--- config.mk ---
export PLATFORM = sky130hd
export DESIGN_NAME = ubpf_ctrl
export DESIGN_NICKNAME = d
export VERILOG_FILES = /design/src/hw/rtl/ubpf_pkg.sv /design/src/hw/rtl/ubpf_ctrl.sv
export SDC_FILE = /design/constraint.sdc
export NUM_CORES = 1
export LEC_CHECK = 0
export BUFFER_PORTS_ARGS = -buffer_cell sky130_fd_sc_hd__buf_2
export CAP_MARGIN = 40
export CORE_AREA = 2 2 39 41
export CTS_CLUSTER_SIZE = 40
export DETAILED_ROUTE_END_ITERATION = 8
export DIE_AREA = 0 0 41 43
export MAX_ROUTING_LAYER = met4
export PLACE_DENSITY = 0.31
export SLEW_MARGIN = 40
export SYNTH_ARGS = -nofsm -noshare
export SYNTH_HDL_FRONTEND = slang
export SYNTH_SLANG_ARGS = --single-unit
--- constraint.sdc ---
create_clock -name clk -period 1.02 [get_ports clk]
set_input_delay 0.051 -clock clk [delete_from_list [all_inputs] [get_ports clk]]
set_output_delay 0.051 -clock clk [all_outputs]
set_load 0.05 [all_outputs]
--- src/hw/rtl/ubpf_pkg.sv ---
// Shared types and constants for the owner-id blocklist packet filter.
// No dependencies; every other RTL file of the block imports this package.
package ubpf_pkg;

  localparam int BUCKET_BITS_DEF = 8;
  localparam int WAYS_DEF        = 4;

  localparam int ID_W        = 32;
  localparam int REQ_W       = 2;
  localparam int STATUS_W    = 3;
  localparam int OCC_W       = 11;
  localparam int CFG_IDX_W   = 1;
  localparam int CFG_DATA_W  = 32;

  localparam logic [ID_W-1:0] HASH_MUL     = 32'h61C8_8647;
  localparam logic [ID_W-1:0] MIN_ID_RESET = 32'd10000;

  // register indexes
  localparam logic [CFG_IDX_W-1:0] CFG_FILTER_ENABLE = 1'b0;
  localparam logic [CFG_IDX_W-1:0] CFG_MIN_BLOCKED   = 1'b1;

  // request codes
  localparam logic [REQ_W-1:0] REQ_CHECK  = 2'd0;
  localparam logic [REQ_W-1:0] REQ_ADD    = 2'd1;
  localparam logic [REQ_W-1:0] REQ_REMOVE = 2'd2;
  localparam logic [REQ_W-1:0] REQ_CLEAR  = 2'd3;

  // result status codes
  localparam logic [STATUS_W-1:0] STS_ACCEPT   = 3'd0;
  localparam logic [STATUS_W-1:0] STS_DROP     = 3'd1;
  localparam logic [STATUS_W-1:0] STS_ADDED    = 3'd2;
  localparam logic [STATUS_W-1:0] STS_PRESENT  = 3'd3;
  localparam logic [STATUS_W-1:0] STS_FULL     = 3'd4;
  localparam logic [STATUS_W-1:0] STS_REMOVED  = 3'd5;
  localparam logic [STATUS_W-1:0] STS_NOTFOUND = 3'd6;
  localparam logic [STATUS_W-1:0] STS_CLEARED  = 3'd7;

  typedef enum logic [1:0] {
    ST_SWEEP,
    ST_IDLE,
    ST_LOOKUP,
    ST_DECIDE
  } ctrl_state_t;

  typedef struct packed {
    logic accept;   // capture request fields and bucket
    logic lookup;   // read the bucket row
    logic decide;   // resolve, write back, load result
    logic sweep;    // zero one valid row
  } dp_cmd_t;

  typedef struct packed {
    logic sweep_last;
    logic res_busy;
    logic req_clear;
  } dp_status_t;

endpackage

--- src/hw/rtl/ubpf_ctrl.sv ---
// Sequencer for the filter: reset sweep, lookup, decide and clear sweep.
// Depends on ubpf_pkg for the state, command and status types.
module ubpf_ctrl
  import ubpf_pkg::*;
(
  input  logic       clk,
  input  logic       rst,
  input  logic       req_valid,
  output logic       req_ready,
  input  dp_status_t status,
  output dp_cmd_t    cmd
);

  ctrl_state_t state;
  ctrl_state_t state_next;
  logic        sweep_for_clear;

  always_ff @(posedge clk) begin
    if (rst) begin
      state           <= ST_SWEEP;
      sweep_for_clear <= 1'b0;
    end else begin
      state <= state_next;
      if (state == ST_LOOKUP && status.req_clear) begin
        sweep_for_clear <= 1'b1;
      end else if (state == ST_DECIDE) begin
        sweep_for_clear <= 1'b0;
      end
    end
  end

  always_comb begin
    state_next = state;
    case (state)
      ST_SWEEP: begin
        if (status.sweep_last) begin
          state_next = sweep_for_clear ? ST_DECIDE : ST_IDLE;
        end
      end
      ST_IDLE: begin
        if (req_valid) begin
          state_next = ST_LOOKUP;
        end
      end
      ST_LOOKUP: begin
        state_next = status.req_clear ? ST_SWEEP : ST_DECIDE;
      end
      ST_DECIDE: begin
        if (!status.res_busy) begin
          state_next = ST_IDLE;
        end
      end
      default: state_next = ST_SWEEP;
    endcase
  end

  always_comb begin
    req_ready  = (state == ST_IDLE);
    cmd.accept = (state == ST_IDLE) && req_valid;
    cmd.lookup = (state == ST_LOOKUP);
    cmd.decide = (state == ST_DECIDE) && !status.res_busy;
    cmd.sweep  = (state == ST_SWEEP);
  end

endmodule

# Yosys cells after proc, flatten, opt, wreduce, memory -nomap -nowiden
# Cells that the tools add are included.
# W data, S select, Z words.
[word_totals]
regBits = 3
output_inout_bits = 5
elab_cells = 23
[op_classes]
eq_ne = 6
n_mux = 8
n_reduce_logical = 7
[ops]
columns = ["op", "n"]
rows = [
  ["$mux W2", 5],
  ["$pmux W2 S4", 1],
  ["$ne A2 B2 Y1 const B", 3],
  ["$eq A2 B2 Y1 const B", 2],
  ["$logic_and A1 B1 Y1", 3],
  ["$reduce_and A3 Y1", 1],
  ["$eq A2 B1 Y1 const B", 1],
  ["$logic_not A2 Y1", 1],
  ["$mux W1", 2],
  ["$reduce_bool A2 Y1", 1],
  ["$logic_not A1 Y1", 1],
]

# Longest topological paths before layout
[depth]
ltp_word = 3
depth_mapped = 4
mapped_depth_nobuf = 3

# Worst setup path after synthesis
# Ideal clock, no wire load.
[synth_timing]
kind = "register -> output"
startpoint = "reg state[0]"
endpoint = "out cmd[3] (netlist name)"
t_arrival_ns = 1.446
t_required_ns = 0.969
path_slack_ns = -0.477
path_stages_with_launch = 5
n_path_buf = 1
cell_sequence = "dfxtp_1 > buf_6 > clkinv_2 > nor2_2 > and2_1"
[synth_lines]
columns = ["element", "line_no", "source"]
rows = [
  ["from (decl)", "ubpf_ctrl.sv:14", "ctrl_state_t state;"],
  ["from (signal assigned)", "ubpf_ctrl.sv:23", "state <= state_next;"],
  ["to (decl)", "ubpf_ctrl.sv:11", "output dp_cmd_t cmd"],
]

==> results.py <==
metrics = {
    "sta": {
        "setup_violations": 3,
        "relSlewSlack": 0.8364,
        "worst_pin_slew_ns": 0.2471,
        "fin_ws_ns": -0.03787,
        "rsz0062_at_grt": "true",
        "drv_slew": 0,
        "skew_ns": 0.006928,
        "finalCritPeriodShare": 1.037,
        "finalCriticalPeriod_ns": 1.058,
        "tns_ns": -0.09142,
        "final-hold-violation-count": 0,
        "holdWs_ns": 0.08098,
        "fmax_mhz": 945.3,
    },
    "cts": {
        "cts_tree": "built",
        "cts_made_buffers": 3,
        "clockRootBuffer": "clkbuf_4",
        "clk_latency_ns": 0.23,
        "cts_buffer_depth": 2,
        "path_clk_slew_ns": 0.04,
        "h-tree-depth": 1,
        "clock-sinks": 3,
    },
    "cells_and_area": {
        "final_cell_mix": "buf_2 (6), a21oi_1 (4)",
        "nets": 47,
        "post_route_cells_drive_above_1_share": 0.7000,
        "mostFrequentLayoutCell": "buf_2",
        "syn2layout_area_growth_pct": 88.20,
        "diodes": 0,
    },
    "pwr": {
        "max-vdd-ir-drop_uv": 475.7,
        "leakagePower_uw": 0.0001639,
        "powerDensity_mw_per_mm2": 1588,
        "finalPower_uw": 602.1,
    },
    "global_routing": {
        "first_global_vias": 210,
        "grt_pass1_wl_um": 786,
        "gr-total-overflow": 0,
        "antenna_found_initial": 0,
        "grt_max_degree": 7,
        "track_usage": 0.07077,
    },
    "yosys": {
        "yosys_register_bits": 3,
        "netlist_instances": 23,
        "syn_nets": 29,
        "synth_area_per_cell_sq_um": 8.758,
        "yosys_warnings": 0,
        "yosysSeqAreaShare": 0.2981,
        "syn_area_sq_um": 201.4,
        "ys_types": 14,
    },
    "die": {
        "die_area_sq_mm": 0.001763,
        "fp.dieW_um": 41,
        "core_sq_mm": 0.001384,
        "die_height_um": 43,
        "initial_utilization": 0.1456,
        "io_pins": 11,
        "rows": 14,
    },
    "drt": {
        "drc_errors": 0,
        "drt-total-wl_um": 542,
        "avgRoutedWirePerCell_um": 9.679,
        "ant_nets": 0,
        "firstDrtPassIters": 2,
        "via_per_inst": 3.982,
        "num_vias": 223,
        "drtIter0Drc": 2,
    },
    "setup_path": {
        "cp-start-kind": "flip-flop",
        "path_cells": "clkinv_2 -> nor2_4 -> and2_4 -> buf_8",
        "worst_path_largest_cell_delay_ns": 0.33,
        "path_buf_inv": 2,
        "crit_path_top_delay_cell": "dfxtp_2",
        "critical_path.top_delay_family": "flip-flops",
        "critPathArrivalTime_ns": 1.01,
        "crit_type": "flip-flop to output port",
        "cp_max_fo": 2,
        "cp.required_ns": 0.97,
        "worst_setup_path_end_kind": "output port",
    },
    "run": {
        "drv_cap": 0,
    },
    "worst_hold_path": {
        "min_path_type": "input port to flip-flop",
    },
    "placement": {
        "gp_congestion": 0.6391,
        "place_ws_ns": 0.04289,
        "portBuffers": 10,
        "dpl.hpwl_um": 359.8,
    },
    "status": {
        "run_status": "finished, violations left",
        "violations": "negative setup slack",
    },
}
==> Yosys cell counts, drive strengths merged <==
master,number,share of area
clkinv,1,0.025
buf,2,0.11
a21oi,5,0.14
a221oi,1,0.075
nor2b,1,0.068
nor2,5,0.11
and2,1,0.031
a211oi,1,0.037
nand3,1,0.050
nand2,1,0.019
dfxtp,3,0.30
o21a,1,0.037
==> flip-flops by register name, summed over array words and instances, names as in the netlist <==
name             cells
state                2
sweep_for_clear      1
==> repair_timing <==
| action | in CTS | in global routing |
|---|---|---|
| buffers inserted | 3 | 0 |
| pin swaps | 0 | 2 |
| gates resized for setup | 11 | 5 |
| hold buffers | 1 | 0 |
| endpoints found under the hold margin | 1 | 0 |
| endpoints found under the setup margin | 5 | 7 |
==> final cells by class <==
| cell class | instances | area [sq um] |
|---|---|---|
| clock buffer | 4 | 26.28 |
| multi-input combinational | 17 | 136.4 |
| tap | 16 | 20.02 |
| timing repair buffer | 15 | 126.4 |
| inverter | 1 | 5.005 |
| sequential | 3 | 65.06 |
| fill | 157 | 1005 |
==> where the power goes <==
part | total (uW) | internal (uW) | switching [uW]
Clock | 210 | 147 | 63.7
Combinational | 245 | 103 | 142
Sequential | 147 | 131 | 15.8
Total | 602 | 381 | 222
==> metal layers <==
metal  up-vias  GRT usage  routed length (um)
li1        114          -                   -
met1        99    0.08917                 219
met2         8    0.08125                 269
met3         2    0.01571                  50
met4         0    0.08000                   4
met5         -          -                   0
==> worst min-delay path, stage by stage <==
cell,delay (ns)
buf_2,0.11
nand3_2,0.07
a221oi_2,0.05
==> per-stage QoR <==
| stage | area, sq um | util | std cells |
|---|---|---|---|
| CTS | 359.1 | 0.2595 | 56 |
| floorplan | 212.7 | - | 23 |
| global route | 379.1 | 0.2740 | 56 |
| detailed placement | 267.8 | 0.1935 | 48 |
| global placement | 267.8 | 0.1935 | 48 |
| finish | 379.1 | 0.2740 | 56 |
==> path summary, 6_finish.rpt <==
| kind | start | endpoint | slack, ns | cells after the start |
|---|---|---|---|---|
| worst min register to register | sweep_for_clear | state[1] | 0.47 | 2 |
| worst min-delay path | status[2] | state[1] | 0.08 | 3 |
| worst max register to register | state[0] | state[1] | 0.02 | 4 |
| worst max-delay path | state[0] | cmd[3] | -0.04 | 4 |
==> kinds of logic after synthesis <==
group / synth area share
AOI/OAI and AO/OA: 0.2919
buffers and inverters: 0.1366
and+or+nand+nor: 0.2733
DFF: 0.2981
Note: power is estimated with default switching activity, not from simulation.
